==> src/rtl/dbd_pkg.sv <==
// ----------------------------------------------------------------------------
// dbd_pkg
// Shared widths, constants, command/status types and the month length table
// for the date stepper.
// ----------------------------------------------------------------------------
`timescale 1ns / 1ps

package dbd_pkg;

  localparam int MONTH_W = 4;
  localparam int DAY_W   = 5;
  localparam int YEAR_W  = 14;
  localparam int COUNT_W = 22;

  // reset value of the step limit register
  localparam logic [COUNT_W-1:0] LIMIT_RESET = 22'd4000000;

  // year mod 25 by reciprocal: q = (y * K) >> S underestimates by at most one
  localparam int MOD_K_W = 15;
  localparam logic [MOD_K_W-1:0] MOD25_K = 15'd20971;
  localparam int MOD25_SHIFT = 19;
  localparam int PROD_W = YEAR_W + MOD_K_W;
  localparam int QUOT_W = PROD_W - MOD25_SHIFT;
  localparam logic [4:0] MOD25_LAST = 5'd24;
  localparam logic [YEAR_W:0] MOD25_DIV = 15'd25;

  localparam logic [MONTH_W-1:0] MONTH_JAN = 4'd1;
  localparam logic [MONTH_W-1:0] MONTH_FEB = 4'd2;
  localparam logic [MONTH_W-1:0] MONTH_DEC = 4'd12;
  localparam logic [DAY_W-1:0]   DAY_FIRST = 5'd1;

  // controller to datapath
  typedef struct packed {
    logic load;      // latch ordered dates, clear the count
    logic mul;       // register year times reciprocal
    logic modr;      // finish year mod 25
    logic step;      // advance one day
    logic out_load;  // capture the result
  } dbd_cmd_t;

  // datapath to controller
  typedef struct packed {
    logic finish;    // target reached or limit used up
  } dbd_status_t;

  // days in a month, out-of-range months are 31 long
  function automatic logic [DAY_W-1:0] month_length(input logic [MONTH_W-1:0] m,
                                                    input logic leap);
    logic [DAY_W-1:0] len;
    case (m)
      4'd1, 4'd3, 4'd5, 4'd7, 4'd8, 4'd10, 4'd12: len = 5'd31;
      4'd4, 4'd6, 4'd9, 4'd11:                    len = 5'd30;
      MONTH_FEB:                                  len = leap ? 5'd29 : 5'd28;
      default:                                    len = 5'd31;
    endcase
    return len;
  endfunction

endpackage

==> src/rtl/dbd_datapath.sv <==
// ----------------------------------------------------------------------------
// dbd_datapath
// Working date, target date, step counter, leap tracking and result register.
// ----------------------------------------------------------------------------
`timescale 1ns / 1ps

module dbd_datapath (
  input  logic                   clk,
  input  logic                   rst,
  input  dbd_pkg::dbd_cmd_t      cmd,
  output dbd_pkg::dbd_status_t   status,
  input  logic                   cfg_write,
  input  logic [21:0]            cfg_data,
  input  logic [3:0]             start_month,
  input  logic [4:0]             start_day,
  input  logic [13:0]            start_year,
  input  logic [3:0]             end_month,
  input  logic [4:0]             end_day,
  input  logic [13:0]            end_year,
  output logic [21:0]            day_count,
  output logic                   backwards,
  output logic                   limit_hit
);
  import dbd_pkg::*;

  logic [COUNT_W-1:0] step_limit;
  logic [DAY_W-1:0]   walk_day;
  logic [MONTH_W-1:0] walk_month;
  logic [YEAR_W-1:0]  walk_year;
  logic [COUNT_W-1:0] step_counter;
  logic [DAY_W-1:0]   tgt_day;
  logic [MONTH_W-1:0] tgt_month;
  logic [YEAR_W-1:0]  tgt_year;
  logic               back;
  logic [PROD_W-1:0]  prod;
  logic [4:0]         r25;

  logic               swap;
  logic               reached;
  logic               leap;
  logic [DAY_W-1:0]   len;
  logic [QUOT_W-1:0]  quot;
  logic [YEAR_W:0]    q25;
  logic [YEAR_W:0]    rem;
  logic [YEAR_W:0]    rem_fix;

  // order of the two dates as (year, month, day)
  assign swap = {end_year, end_month, end_day} < {start_year, start_month, start_day};

  assign reached = (walk_day == tgt_day) && (walk_month == tgt_month) &&
                   (walk_year == tgt_year);
  assign status.finish = reached || (step_counter >= step_limit);

  // gregorian leap: div by 4, and centuries only when div by 16 too
  assign leap = (walk_year[1:0] == 2'b00) && ((r25 != 5'd0) || (walk_year[3:0] == 4'd0));
  assign len  = month_length(walk_month, leap);

  // remainder of year by 25 from the registered product
  assign quot    = prod[PROD_W-1:MOD25_SHIFT];
  assign q25     = ({{(YEAR_W+1-QUOT_W){1'b0}}, quot} << 4) +
                   ({{(YEAR_W+1-QUOT_W){1'b0}}, quot} << 3) +
                   {{(YEAR_W+1-QUOT_W){1'b0}}, quot};
  assign rem     = {1'b0, walk_year} - q25;
  assign rem_fix = (rem >= MOD25_DIV) ? rem - MOD25_DIV : rem;

  // step limit register
  always_ff @(posedge clk) begin
    if (rst) begin
      step_limit <= LIMIT_RESET;
    end else if (cfg_write) begin
      step_limit <= cfg_data;
    end
  end

  // working date and counter
  always_ff @(posedge clk) begin
    if (rst) begin
      walk_day     <= DAY_FIRST;
      walk_month   <= MONTH_JAN;
      walk_year    <= '0;
      step_counter <= '0;
      r25          <= '0;
    end else if (cmd.load) begin
      walk_day     <= swap ? end_day   : start_day;
      walk_month   <= swap ? end_month : start_month;
      walk_year    <= swap ? end_year  : start_year;
      step_counter <= '0;
    end else if (cmd.modr) begin
      r25 <= rem_fix[4:0];
    end else if (cmd.step) begin
      step_counter <= step_counter + 1'b1;
      if (walk_day < len) begin
        walk_day <= walk_day + 1'b1;
      end else begin
        walk_day <= DAY_FIRST;
        if (walk_month >= MONTH_DEC) begin
          walk_month <= MONTH_JAN;
          walk_year  <= walk_year + 1'b1;
          // year wrap lands on zero, which is 0 mod 25
          if ((&walk_year) || (r25 == MOD25_LAST)) begin
            r25 <= '0;
          end else begin
            r25 <= r25 + 1'b1;
          end
        end else begin
          walk_month <= walk_month + 1'b1;
        end
      end
    end
  end

  // target date, direction and reciprocal product
  always_ff @(posedge clk) begin
    if (cmd.load) begin
      tgt_day   <= swap ? start_day   : end_day;
      tgt_month <= swap ? start_month : end_month;
      tgt_year  <= swap ? start_year  : end_year;
      back      <= swap;
    end
    if (cmd.mul) begin
      prod <= PROD_W'(walk_year) * PROD_W'(MOD25_K);
    end
  end

  // result register
  always_ff @(posedge clk) begin
    if (cmd.out_load) begin
      day_count <= step_counter;
      backwards <= back;
      limit_hit <= !reached;
    end
  end

  a_step_below_limit: assert property (@(posedge clk) disable iff (rst)
    cmd.step |-> step_counter < step_limit)
    else $error("day step taken with limit used up");

  a_step_counts: assert property (@(posedge clk) disable iff (rst)
    cmd.step |=> step_counter == $past(step_counter) + 1'b1)
    else $error("step counter did not advance");

  a_r25_range: assert property (@(posedge clk) disable iff (rst)
    r25 <= MOD25_LAST)
    else $error("year mod 25 out of range");

  a_day_nonzero: assert property (@(posedge clk) disable iff (rst)
    cmd.step |=> walk_day != 5'd0)
    else $error("day zero after a step");

endmodule

==> src/rtl/dbd_controller.sv <==
// ----------------------------------------------------------------------------
// dbd_controller
// Sequencer: accept a request, prepare leap tracking, walk days, deliver.
// ----------------------------------------------------------------------------
`timescale 1ns / 1ps

module dbd_controller (
  input  logic                   clk,
  input  logic                   rst,
  input  logic                   in_valid,
  output logic                   in_stall,
  output logic                   out_valid,
  input  logic                   out_stall,
  input  dbd_pkg::dbd_status_t   status,
  output dbd_pkg::dbd_cmd_t      cmd
);
  import dbd_pkg::*;

  localparam logic [2:0] ST_IDLE = 3'd0;
  localparam logic [2:0] ST_MUL  = 3'd1;
  localparam logic [2:0] ST_MOD  = 3'd2;
  localparam logic [2:0] ST_WALK = 3'd3;
  localparam logic [2:0] ST_DONE = 3'd4;

  logic [2:0] state;
  logic [2:0] state_next;
  logic       out_free;

  assign in_stall = (state != ST_IDLE);
  assign out_free = !out_valid || !out_stall;

  // next state and commands
  always_comb begin
    state_next   = state;
    cmd          = '0;
    case (state)
      ST_IDLE: begin
        if (in_valid) begin
          cmd.load   = 1'b1;
          state_next = ST_MUL;
        end
      end
      ST_MUL: begin
        cmd.mul    = 1'b1;
        state_next = ST_MOD;
      end
      ST_MOD: begin
        cmd.modr   = 1'b1;
        state_next = ST_WALK;
      end
      ST_WALK: begin
        if (status.finish) begin
          state_next = ST_DONE;
        end else begin
          cmd.step = 1'b1;
        end
      end
      ST_DONE: begin
        if (out_free) begin
          cmd.out_load = 1'b1;
          state_next   = ST_IDLE;
        end
      end
      default: state_next = ST_IDLE;
    endcase
  end

  always_ff @(posedge clk) begin
    if (rst) begin
      state <= ST_IDLE;
    end else begin
      state <= state_next;
    end
  end

  // result valid flag
  always_ff @(posedge clk) begin
    if (rst) begin
      out_valid <= 1'b0;
    end else if (cmd.out_load) begin
      out_valid <= 1'b1;
    end else if (!out_stall) begin
      out_valid <= 1'b0;
    end
  end

  a_cmd_onehot: assert property (@(posedge clk) disable iff (rst)
    $onehot0(cmd))
    else $error("more than one datapath command");

  a_load_safe: assert property (@(posedge clk) disable iff (rst)
    cmd.out_load |-> out_free)
    else $error("result overwritten before taken");

  a_walk_ends: assert property (@(posedge clk) disable iff (rst)
    (state == ST_WALK && status.finish) |=> state == ST_DONE)
    else $error("walk did not end on finish");

endmodule

==> src/rtl/days_between_dates_stepper_top.sv <==
// ----------------------------------------------------------------------------
// days_between_dates_stepper_top
// Days between two Gregorian dates, counted one day step per clock.
//
//   channel  direction  handshake             payload
//   in       to block   in_valid / in_stall   start_*, end_* dates
//   out      from block out_valid / out_stall day_count, backwards, limit_hit
//   cfg      to block   cfg_write             cfg_data (step limit)
//
// a request walks N days, N at most the step limit;
// the walk loop advances the working date one day each cycle.
// synchronous reset sets the step limit to 4000000 and leaves the block idle.
// a waiting result does not block the next request; only the final
// hand-over waits while a previous result is still stalled.
// ----------------------------------------------------------------------------
`timescale 1ns / 1ps

module days_between_dates_stepper_top (
  input  logic        clk,
  input  logic        rst,
  input  logic        cfg_write,
  input  logic [21:0] cfg_data,
  input  logic        in_valid,
  output logic        in_stall,
  input  logic [3:0]  start_month,
  input  logic [4:0]  start_day,
  input  logic [13:0] start_year,
  input  logic [3:0]  end_month,
  input  logic [4:0]  end_day,
  input  logic [13:0] end_year,
  output logic        out_valid,
  input  logic        out_stall,
  output logic [21:0] day_count,
  output logic        backwards,
  output logic        limit_hit
);
  import dbd_pkg::*;

  dbd_cmd_t    cmd;
  dbd_status_t status;

  // sequencer
  dbd_controller u_ctrl (
    .clk       (clk),
    .rst       (rst),
    .in_valid  (in_valid),
    .in_stall  (in_stall),
    .out_valid (out_valid),
    .out_stall (out_stall),
    .status    (status),
    .cmd       (cmd)
  );

  // date walk and result
  dbd_datapath u_dp (
    .clk         (clk),
    .rst         (rst),
    .cmd         (cmd),
    .status      (status),
    .cfg_write   (cfg_write),
    .cfg_data    (cfg_data),
    .start_month (start_month),
    .start_day   (start_day),
    .start_year  (start_year),
    .end_month   (end_month),
    .end_day     (end_day),
    .end_year    (end_year),
    .day_count   (day_count),
    .backwards   (backwards),
    .limit_hit   (limit_hit)
  );

endmodule
==> config.mk <==
export PLATFORM = sky130hd
export DESIGN_NAME = days_between_dates_stepper_top
export DESIGN_NICKNAME = d
export VERILOG_FILES = /design/src/rtl/dbd_pkg.sv /design/src/rtl/dbd_datapath.sv /design/src/rtl/dbd_controller.sv /design/src/rtl/days_between_dates_stepper_top.sv
export SDC_FILE = /design/constraint.sdc
export NUM_CORES = 1
export LEC_CHECK = 0
export ABC_AREA = 1
export BUFFER_PORTS_ARGS = -buffer_cell sky130_fd_sc_hd__buf_2
export CAP_MARGIN = 20
export CORE_MARGIN = 2
export CORE_UTILIZATION = 56
export CTS_CLUSTER_SIZE = 8
export DETAILED_ROUTE_END_ITERATION = 7
export PLACE_DENSITY = 0.78
export SKIP_LAST_GASP = 1
export SYNTH_ARGS = -nofsm -noshare
export SYNTH_HDL_FRONTEND = slang
export SYNTH_SLANG_ARGS = --single-unit
export TNS_END_PERCENT = 5
==> constraint.sdc <==
create_clock -name clk -period 8 [get_ports clk]
set_input_delay 0.8 -clock clk [delete_from_list [all_inputs] [get_ports clk]]
set_output_delay 0.8 -clock clk [all_outputs]
set_load 0.05 [all_outputs]
# Yosys cells after proc, flatten, opt, wreduce, memory -nomap -nowiden
# Index checks and enable logic that the tools add are counted.
# word_totals
elab_cells,123
register_bits,153
out_inout_bits,26
# classes
addsub,9
reduce_logical,28
n_lt_le_gt_ge,5
n_mul,1
muxes,42
eq_ne,20
bitwise,2
# op_table
cell,count
$mux 14,7
$mux 5,12
$mul 14x15->29 const B,1
$mux 4,7
$lt 23x23->1,1
$add 22x1->22 const B,1
$ge 22x22->1,1
$add 14x13->15,1
$add 15x10->15,1
$ge 15x5->1 const B,1
$pmux 3 s5,1
$sub 14x15->15,1
$add 14x1->14 const B,1
$eq 14x14->1,1
$reduce_and 14->1,1
$mux 1,11
$add 5x1->5 const B,2
$pmux 5 s2,1
$mux 3,3
$eq 4x3->1 const B,2
$eq 4x4->1 const B,2
$ne 2x2->1 const B,4
$reduce_and 4->1,2
$reduce_bool 2->1,4
25 further kinds,38

# Longest topological paths before layout
# Gate-level depths: netlist of run 1.
# depth
word_depth,10
ltp_mapped,23
depth_no_buf,23

# Modules after synthesis
# Synthesis of run 1 repeated with hierarchy kept, for this count alone.
# hier_totals
hier_cells,1582
area_unflattened_um2,12843.6
# by_module_without_submodules
mod,area_per_inst_um2,instances,seq_area_each_um2,cells_per_inst
dbd_datapath,12630.9,1,3183.1,1546
dbd_controller,212.7,1,80.1,36

# Least setup slack after synthesis of run 1
# No wires, ideal clock.
# synth_timing
kind,reg2reg
startpoint,register u_dp.walk_year[5]
endpoint,"register u_dp.prod[26], data pin"
setup_ps,262
slack_ps,2918
path_stages_with_launch,19
t_arrival_ps,4820
synth_period_minus_slack_ps,5082
path_cell_list,dfxtp_1 > fa_1 > inv_1 > fa_1 > fa_1 > inv_1 > fa_1 > fa_1 > fa_1 > ha_1 > a21o_1 > a21boi_0 > o21ai_0 > nand2_1 > nand3_1 > nand2_1 > nand2_1 > a21oi_1 > xor2_1
# synth_via
elab_chain_cells,1
# synth_rtl
element,line_no,rtl
start: declaration,dbd_datapath.sv:29,logic [YEAR_W-1:0] walk_year;
start signal: assignment,dbd_datapath.sv:86,walk_year <= swap ? end_year : start_year;
start signal: assignment,dbd_datapath.sv:98,walk_year <= walk_year + 1'b1;
$mul 14x15->29,dbd_datapath.sv:121,prod <= PROD_W'(walk_year) * PROD_W'(MOD25_K);
end signal: assignment,dbd_datapath.sv:121,
end: declaration,dbd_datapath.sv:35,logic [PROD_W-1:0] prod;
# Every way passes these cells.
# A chain may end at the register's enable or synchronous reset.

# Worst setup path after layout of run 1
# layout_timing
startpoint,register u_dp.walk_year[3]
endpoint,"register u_dp.prod[26], data pin"
# Same word-level chain as after synthesis.

==> results of run 1 <==
## state kept, by name, summed over array words and instances, names as in the netlist
signal / flops
u_dp.day_count: 22
u_dp.step_counter: 22
u_dp.step_limit: 22
u_dp.tgt_year: 14
u_dp.walk_year: 14
u_dp.prod: 10
u_dp.r25: 5
u_dp.tgt_day: 5
u_dp.walk_day: 5
u_dp.tgt_month: 4
u_dp.walk_month: 4
u_ctrl.state: 3
u_ctrl.out_valid: 1
u_dp.back: 1
u_dp.backwards: 1
u_dp.limit_hit: 1
## power by group through the flow
stage,sequential [uW],combinational (uW),clock [uW]
2_1_floorplan,863,1380,0
5_1_grt,879,2080,898
3_5_place_dp,884,1770,0
3_3_place_gp,880,1720,0
6_report,870,1800,865
4_1_cts,869,1790,867
## cell usage in the layout, fill, tap and decap left out, types with 3 or more instances in the layout
cell       count
a21oi_1      126
a211oi_1       6
nand4_1       32
nor2_2         3
o211ai_1       3
nand3b_1       3
inv_2          4
xor2_1        34
o21ai_0       93
nand3_1       74
ha_1         191
buf_4          5
xnor2_1       32
nand2_1      324
bufinv_16      4
clkbuf_16     17
inv_1        310
or2_2          4
nand3_2        3
nand2_2        6
inv_6          3
fa_1          84
nor3_1        21
edfxtp_1      58
o21ai_1        4
o21bai_1       3
a21boi_0       4
nor2_1       122
dfxtp_1       76
clkinv_4       4
buf_2         98
## layer usage
metal  wire, um  vias to the layer above
met5          0                        -
met1      14460                     5241
met3       1505                       51
li1           -                     5591
met4        703                        0
met2      15290                      308
## layout make-up
type / instances / area, sq um / area share
timing repair buffer: 103 / 528.0 / 0.03627
clock buffer: 17 / 425.4 / 0.02922
inverter: 316 / 1189 / 0.08164
clock inverter: 15 / 216.5 / 0.01487
tap: 319 / 399.1 / 0.02741
sequential: 134 / 3263 / 0.2241
multi-input combinational: 1192 / 8538 / 0.5865
## worst max path at each step
stage                            start            end  slack, ns
global placement    u_dp.walk_year[12]  u_dp.prod[26]       2.57
global route         u_dp.walk_year[3]  u_dp.prod[26]       2.16
floorplan            u_dp.walk_year[5]  u_dp.prod[26]       2.92
finish               u_dp.walk_year[3]  u_dp.prod[26]       2.52
detailed placement  u_dp.walk_year[12]  u_dp.prod[26]       2.50
CTS                 u_dp.walk_year[12]  u_dp.prod[26]       2.49
## worst register-to-register path: stages (launching register included)
cell and delay, ns:
dfxtp_1 0.64, inv_1 0.28, ha_1 0.39, inv_1 0.06, fa_1 0.47, inv_1 0.06, fa_1 0.46, ha_1 0.33
fa_1 0.53, inv_1 0.05, fa_1 0.50, inv_1 0.04, ha_1 0.26, nand2_1 0.08, inv_1 0.12, nand3_1 0.08
and2_1 0.19, o21ai_0 0.17, nand2_1 0.07, nand3_1 0.11, nand2_1 0.07, nand2_1 0.09, a21oi_1 0.08, xor2_1 0.14
## kinds of logic after synthesis
family,share of synthesized area
flip-flops,0.2467
XOR/XNOR,0.04371
AND/OR/NAND/NOR,0.1932
adder cells (fa/ha/maj),0.3079
AO/OA/AOI/OAI,0.1006
buffers and inverters,0.1079
## stage by stage
stage | hold slack, ns | setup slack (ns) | utilization
2_1_floorplan | 0.4003 | 2.918 | -
3_3_place_gp | 0.4030 | 2.566 | 0.5965
3_5_place_dp | 0.4128 | 2.502 | 0.5965
4_1_cts | 0.4271 | 2.494 | 0.6240
5_1_grt | 0.4348 | 2.163 | 0.6240
6_report | 0.4236 | 2.519 | 0.6240
==> results.md, run 1 <==
* Status: finished clean
* Postcts setup bufs at 0
* CTS tree: yes
* Critical Path End Type: flop
* Initial core utilization at 0.5668
* First-pass DRT Iterations at 5
* Final ANT Viol Nets at 0
* CTS root buf: clkbuf_16
* Die Ht at 157.7 um
* FFs w/ async S/R, synth at 0
* # diodes at 0
* EDFF count, synth at 58
* Max stage delay on crit path at 0.64 ns
* RSZ-0062 raised after global routing: no
* Detailed-route DRC error count at 0
* Worst hold stages at 0
* Final layout net count at 2112
* Synth cell count leaders: nand2_1 (324), inv_1 (310), ha_1 (191)
* DR vias/cell at 5.339
* Placed Cells at 2064
* Final wirelength at 31960 um
* Max-cap violations at 0
* Post_cts resized at 0
* CP Buf/Inv Count at 6
* WL per Instance at 15.25 um
* Register share of total power at 0.246
* Slew Viols, Final at 0
* Initial antenna violation count at 0
* All-Layer GR Usage at 0.2654
* Least-Margin Pin Slew at 1.060 ns
* FF-to-FF path depth at 23
* Number of clock sinks at 134
* Sw Ratio at 0.4449
* Combinational share of power at 0.509
* Yosys reg bits at 134
* Critical path startpoint category: flop
* Setup TNS at 0 ns
* Via count at 11190
* Ys flop type: dfxtp_1
* Synth Instances at 1678
* Ports at 99
* CP max stage cell: dfxtp_1
* Worst vdd ir at 162.0 uV
* Vias in the first global route at 10820
* Clock transition at path regs at 0.06 ns
* Clock share of power at 0.245
* Initial DRC Count at 744
* Top cell family by delay on the critical path: adder cells
* Pwr per Cell Area at 242.6 nW/um^2
* CP Class: flop to flop
* Int Power at 1961 uW
* First-pass GRT wire length at 52210 um
* Top cells by area, synth: ha_1 (18%), edfxtp_1 (13%), fa_1 (13%), dfxtp_1 (12%), nand2_1 (9.2%)
* Hold path endpoint: u_dp.backwards
* Core Box Area at 23330 sq um
* Cell variety after synth at 48
* Rows at 56
* Fin crit share at 0.6851
* Max-slew headroom at 0.2905
* R2r setup slk at 2.52 ns
* Hold Buf Count CTS at 0
* Maximum level of the CTS H-tree at 4
* Synthesized cell area at 13230 sq um
* Total grt overflow at 0
* Final setup fails at 0
* Hpwl dp at 25680 um
* Port bufs at 98
* FILL cells at 2053
* F_max at 182.4 MHz
* Gpl congestion at 0.9785
* Dominant cell by count in the synthesized netlist: nand2_1
* Syn. warnings at 0
* Layout cell share with drive strength beyond 1 at 0.09229
* P_leak at 0.007501 uW
* Min Tclk post-route at 5.481 ns
* Crit path DAT at 5.65 ns
* Finished Layout Cells at 2096
* Final hold vios at 0
* Syn avg cell area at 7.882 sq um
* GR Util met3 at 0.03367
* Final Cell Area at 14560 sq um
* Met2 GRT Util at 0.4522
* Met1 Track Usage GR at 0.3532
* CP required at 8.17 ns
* Critical path depth at 23
* Area leader, netlist: ha_1
* CP Cell Sequence: inv_1, ha_1, inv_1, fa_1, inv_1, fa_1, ha_1, fa_1, inv_1, fa_1, inv_1, ha_1, nand2_1, inv_1, nand3_1, and2_1, o21ai_0, nand2_1, nand3_1, nand2_1, nand2_1, a21oi_1, xor2_1
* Sequential fraction of the synthesis area at 0.2467
* Maximum root-to-sink buffer count at 2
* Die area at 24860 sq um
* FF-to-FF Start: u_dp.walk_year[3]
* Hold Path Class: flop to flop
* Largest net degree at the start of global routing at 57
* Clk_skew at 0.01761 ns
* Area delta synth->final at 10.09%
* HP Start: u_dp.back
* CP max FO at 11
* Die Width at 157.7 um
* R2r endpoint: u_dp.prod[26]
* Most crowded layer after global routing: met2
* Switching power at 1572 uW
* Post-Syn Nets at 2026
* Total power at 3532 uW
* Clk_lat worst skew at 0.42 ns
* Cell with the most instances on the worst path: inv_1
* Total CTS buffers at 17
* Area share of the largest cell type after synthesis at 0.1807
* Placed cell area at 13920 sq um
Power figures use the tool's default switching activity.
==> inputs of run 2 (changes only) <==
clock period = 5.2 ns   (was 8 ns; I/O delays follow)
==> run 2 against run 1 <==
Power increased by 51%. First-iteration DRC count decreased by 12%. Sequential share of layout area decreased by 0.38 points. Register-to-register slack got worse by 2.4 ns. Die area unchanged. Routed wire length decreased by 2.4%. Utilization increased by 1.2 points. Largest cell class unchanged. Highest routed layer unchanged.
==> results.md, run 2 (synthesized netlist as in run 1, its figures left out) <==
* Worst slack, placed at -0.03397 ns
* Maximum level of the CTS H-tree at 4
* Cell with the most instances on the worst path: fa_1
* Final Cell Area at 14840 sq um
* Critical path startpoint category: flop
* Status: finished clean
* Vias in the first global route at 10620
* FILL cells at 1974
* First-pass DRT Iterations at 6
* Via count at 11310
* Most frequent cells in the layout: nand2_1 (321), inv_1 (309), ha_1 (188)
* Total grt overflow at 0
* Gpl congestion at 0.9445
* Final WS setup at 0.1255 ns
* DR vias/cell at 5.323
* Final core occ at 0.6359
* Slew Viols, Final at 0
* Rows at 56
* R2r setup slk at 0.13 ns
* CP max stage cell: fa_1
* Hpwl dp at 24970 um
* Core Box Area at 23330 sq um
* Biggest regs: u_dp.day_count (22), u_dp.step_counter (22), u_dp.step_limit (22)
* All-Layer GR Usage at 0.2551
* Max stage delay on crit path at 0.57 ns
* Final layout net count at 2140
* Placed cell area at 14140 sq um
* Setup TNS at 0 ns
* # diodes at 0
* Initial core utilization at 0.5668
* FF-to-FF path depth at 17
* Die area at 24860 sq um
* Min Tclk post-route at 5.075 ns
* Ports at 99
* Clk_skew at 0.01384 ns
* CP Buf/Inv Count at 3
* Crit path DAT at 5.24 ns
* Hold Buf Count CTS at 0
* Postcts setup bufs at 0
* Die Ht at 157.7 um
* Detailed-route DRC error count at 0
* Least-Margin Pin Slew at 0.8099 ns
* First-pass GRT wire length at 50380 um
* Number of clock sinks at 134
* CP max FO at 3
* CP required at 5.37 ns
* Layout cell share with drive strength beyond 1 at 0.1169
* WL per Instance at 14.69 um
* Max-cap violations at 0
* Total CTS buffers at 17
* Hold Path Class: primary input to flop
* Maximum root-to-sink buffer count at 2
* Area delta synth->final at 12.19%
* Port bufs at 98
* Initial DRC Count at 653
* Pwr per Cell Area at 359.5 nW/um^2
* Final hold vios at 0
* FF/Latch Area at 3269 sq um
* CTS root buf: clkbuf_16
* Worst hold stages at 3
* Critical Path End Type: flop
* Clock transition at path regs at 0.07 ns
* Area of the multi-input gates at 8598 sq um
* Placed Cells at 2091
* RSZ-0062 raised after global routing: yes
* Final wirelength at 31210 um
* CTS tree: yes
* Worst vdd ir at 263.6 uV
* Most common cell after layout, fill and taps aside: nand2_1
* Top cell family by delay on the critical path: adder cells
* Clk_lat worst skew at 0.43 ns
* Finished Layout Cells at 2124
* Die Width at 157.7 um
* Largest net degree at the start of global routing at 75
* Final ANT Viol Nets at 0
* Max-slew headroom at 0.4587
* Final setup fails at 0
* Fin crit share at 0.9759
* F_max at 197.1 MHz
* CP Class: flop to flop
* P_leak at 0.007636 uW
* CP Cell Sequence: fa_1, inv_1, fa_1, fa_1, inv_1, fa_1, fa_1, fa_1, ha_4, a21o_1, a21boi_1, buf_4, nor2_1, o21ai_0, nand3_1, a21oi_1, xnor2_1
* Critical path depth at 17
* Initial antenna violation count at 0
run 2: cell count changes in the layout (fill, tap and decap cells not counted), moves of 4 or more:
cell,before,now
buf_4,5,30
dfxtp_1,76,71
dfxtp_2,0,5
inv_8,2,6
run 2: stage by stage:
step                hold WS [ns]  power, uW
floorplan                 0.4003       3452
global placement          0.4044       3967
detailed placement        0.4174       4052
CTS                       0.3064       5314
global route              0.3143       5826
finish                    0.3110       5334
run 2: layout make-up:
type                            count  area share
Multi-Input combinational cell   1192      0.5795
Sequential cell                   134      0.2204
Inverter                          316     0.08011
Timing Repair Buffer              131     0.05220
Clock buffer                       17     0.02867
Tap cell                          319     0.02690
Clock inverter                     15     0.01223
run 2: what timing repair did:
action / in CTS / in global routing
pin swaps: 0 / 5
gates resized for setup: 2 / 21
setup endpoints to repair: 2 / 8
run 2: final timing paths:
check / start / endpoint
worst max-delay path: u_dp.walk_year[5] / u_dp.prod[28]
worst min-delay path: cfg_data[18] / u_dp.step_limit[18]
worst max register to register: u_dp.walk_year[5] / u_dp.prod[28]
worst min register to register: u_dp.back / u_dp.backwards
run 2: worst register-to-register path, cell delays in order (launching register included):
cell      delay (ns)
dfxtp_1         0.33
fa_1            0.57
inv_1           0.06
fa_1            0.47
fa_1            0.50
inv_1           0.06
fa_1            0.56
fa_1            0.44
fa_1            0.57
ha_4            0.22
a21o_1          0.18
a21boi_1        0.14
buf_4           0.15
nor2_1          0.04
o21ai_0         0.14
nand3_1         0.13
a21oi_1         0.19
xnor2_1         0.08
run 2: per-layer routing:
| layer | vias up | track usage | wire, um |
|---|---|---|---|
| met5 | - | 0 | 0 |
| met4 | 0 | 0.08615 | 851 |
| met3 | 58 | 0.04106 | 1726 |
| met2 | 351 | 0.4257 | 14960 |
| met1 | 5245 | 0.3377 | 13670 |
| li1 | 5651 | - | - |
run 2: power breakdown:
| group | internal [uW] | leakage [uW] | total [uW] | switching (uW) |
|---|---|---|---|---|
| registers | 1220 | 0.00117 | 1320 | 96.7 |
| clock network | 691 | 0.000295 | 1250 | 560 |
| logic | 1010 | 0.00617 | 2760 | 1760 |
==> inputs of run 3 (changes only) <==
SYNTH_HIERARCHICAL = 1   (was not set)
==> run 3 against run 2 <==
Maximum frequency down 0.47%. Power down 5.4%. Clock skew up 0.0063 ns. First-iteration DRC count up 43%. Sequential share of layout area up 0.60 points. Utilization up 0.56 points. Design area down 2.4%. Die area down 2.8%. Critical path depth up 4. Setup slack worse by 0.024 ns. Register-to-register slack worse by 0.02 ns.
==> results.md, run 3 <==
* First-pass GRT wire length at 51320 um
* Yosys reg bits at 134
* Clock transition at path regs at 0.07 ns
* Total grt overflow at 0
* Total power at 5043 uW
* CTS root buf: clkbuf_16
* Top cells by area, synth: ha_1 (19%), edfxtp_1 (14%), fa_1 (13%), dfxtp_1 (12%), inv_1 (9.0%)
* Number of clock sinks at 134
* Placed Cells at 1963
* Max stage delay on crit path at 0.57 ns
* Synth Instances at 1582
* Adder-cell share of the synthesized area at 0.3170
* Hold Buf Count CTS at 0
* Core Box Area at 22570 sq um
* Initial antenna violation count at 0
* Sequential fraction of the synthesis area at 0.2541
* Final ANT Viol Nets at 0
* Port bufs at 98
* CTS tree: yes
* Most common cell after layout, fill and taps aside: inv_1
* Biggest regs: u_dp/day_count (22), u_dp/step_counter (22), u_dp/step_limit (22)
* WL per Instance at 15.81 um
* Least-Margin Pin Slew at 0.9959 ns
* Final setup fails at 0
* Syn. warnings at 6
* Placed cell area at 13780 sq um
* Area share of the largest cell type after synthesis at 0.1861
* Hold Path Class: primary input to flop
* CP required at 5.37 ns
* CP max FO at 6
* CP max stage cell: fa_1
* CP Class: flop to flop
* Top cell family by delay on the critical path: adder cells
* # diodes at 0
* Gpl congestion at 0.9623
* Die area at 24160 sq um
* Crit path DAT at 5.26 ns
* Ys flop type: dfxtp_1
* Clk_skew at 0.02018 ns
* Area delta synth->final at 12.74%
* Final hold vios at 0
* Maximum root-to-sink buffer count at 2
* Min Tclk post-route at 5.098 ns
* Synth Area in Simple Gates at 0.1612
* First-pass DRT Iterations at 6
* Area leader, netlist: ha_1
* Die Ht at 155.4 um
* Pwr per Cell Area at 348.3 nW/um^2
* Initial core utilization at 0.5690
* Ports at 99
* CP Cell Sequence: fa_1, inv_1, fa_1, inv_1, fa_1, inv_1, fa_1, inv_1, fa_1, ha_1, ha_4, a21o_1, a31oi_2, nor2_1, nor2_1, nand2_1, nor2_2, o21ai_2, nand2_1, nand2_1, xor2_1
* Detailed-route DRC error count at 0
* Maximum level of the CTS H-tree at 4
* Post-Syn Nets at 1930
* Cell variety after synth at 52
* Largest net degree at the start of global routing at 55
* Vias in the first global route at 10780
* Hpwl dp at 25320 um
* Status: finished clean
* Slew Viols, Final at 0
* EDFF count, synth at 58
* Worst vdd ir at 212.7 uV
* Multiplexer share of the synthesized area at 0
* All-Layer GR Usage at 0.2647
* F_max at 196.1 MHz
* Initial DRC Count at 933
* Finished Layout Cells at 1996
* Synth Area in XOR/XNOR at 0.02728
* RSZ-0062 raised after global routing: yes
* Final wirelength at 31560 um
* Critical Path End Type: flop
* Total CTS buffers at 17
* Rows at 55
* Max-cap violations at 0
* Clk_lat worst skew at 0.43 ns
* CP Buf/Inv Count at 4
* Largest family of logic cells by synthesized area: adder cells
* FFs w/ async S/R, synth at 0
* Syn avg cell area at 8.119 sq um
* Final layout net count at 2046
* Dominant cell by count in the synthesized netlist: inv_1
* Critical path startpoint category: flop
* Cell with the most instances on the worst path: fa_1
* Layout cell share with drive strength beyond 1 at 0.1233
* Max-slew headroom at 0.3353
* P_leak at 0.007451 uW
* Final Cell Area at 14480 sq um
* Most frequent cells in the layout: inv_1 (308), nand2_1 (240), ha_1 (187)
* Synthesized cell area at 12840 sq um
* Via count at 11040
* Fin crit share at 0.9805
* Die Width at 155.4 um
* DR vias/cell at 5.533
* Post-synthesis compound-gate area fraction at 0.1388
* Synth cell count leaders: inv_1 (309), nand2_1 (240), ha_1 (191)
run 3: cell count changes after synthesis, moves of 6 or more:
cell | previous run | this run
a21o_1 | 1 | 7
a21oi_1 | 127 | 147
a31oi_1 | 2 | 8
buf_4 | 9 | 1
nand2_1 | 324 | 240
nand3_1 | 74 | 63
nand4_1 | 32 | 24
nor2_1 | 122 | 80
o21a_1 | 2 | 16
o21ai_0 | 93 | 119
xnor2_1 | 32 | 17
xor2_1 | 34 | 23
run 3: layer usage:
layer  global-route usage  wire (um)
met5                    0          0
met1               0.3342      13170
met4              0.08475        838
met2               0.4612      15690
met3              0.04708       1864
run 3: timing repair:
| action | CTS | global route |
|---|---|---|
| setup buffers | 0 | 1 |
| setup endpoints to repair | 0 | 10 |
| gates resized for setup | 0 | 22 |
run 3: layout make-up:
cell class                 count  area [sq um]
inverter                     316          1186
clock buffer                  18         429.2
fill                        1841          8092
timing repair buffer         125         700.7
clock inverter                14         163.9
sequential                   134          3278
tap                          285         356.6
multi-input combinational   1104          8366
run 3: worst reg2reg max path, stage by stage, from the launching register on:
cell	delay, ns
dfxtp_4	0.37
fa_1	0.57
inv_1	0.06
fa_1	0.50
inv_1	0.06
fa_1	0.50
inv_1	0.05
fa_1	0.49
inv_1	0.06
fa_1	0.49
ha_1	0.36
ha_4	0.27
a21o_1	0.18
a31oi_2	0.16
nor2_1	0.08
nor2_1	0.11
nand2_1	0.08
nor2_2	0.12
o21ai_2	0.08
nand2_1	0.06
nand2_1	0.05
xor2_1	0.14
run 3: where the power goes:
group,internal [uW],switching (uW)
combinational,912,1610
sequential,1210,82.2
clock,720,506
total,2840,2200
run 3: final timing paths:
| check | startpoint | endpoint | slack (ns) | cells after the start |
|---|---|---|---|---|
| min reg2reg | u_dp/back | u_dp/backwards | 0.42 | 0 |
| min | cfg_data[18] | u_dp/step_limit[18] | 0.31 | 3 |
| max reg2reg | u_dp/walk_year[2] | u_dp/prod[26] | 0.10 | 21 |
| max | u_dp/walk_year[2] | u_dp/prod[26] | 0.10 | 21 |
run 3: cells by family after synthesis:
logic type                 count (synthesis)
AOI/OAI and AO/OA                        328
DFF                                      134
buffers and inverters                    344
xor gates and xnor gates                  40
and+or+nand+nor                          461
adders and majority gates                275
run 3: stage by stage:
stage,hold slack (ns),setup TNS [ns],setup slack (ns),util
floorplan,0.4003,0,0.2419,-
global placement,0.4024,0,0.1385,0.6100
finish,0.3085,0,0.1015,0.6415
CTS,0.3015,0,0.01024,0.6370
detailed placement,0.4054,0,0.03409,0.6107
global route,0.3087,-0.03106,-0.01557,0.6415
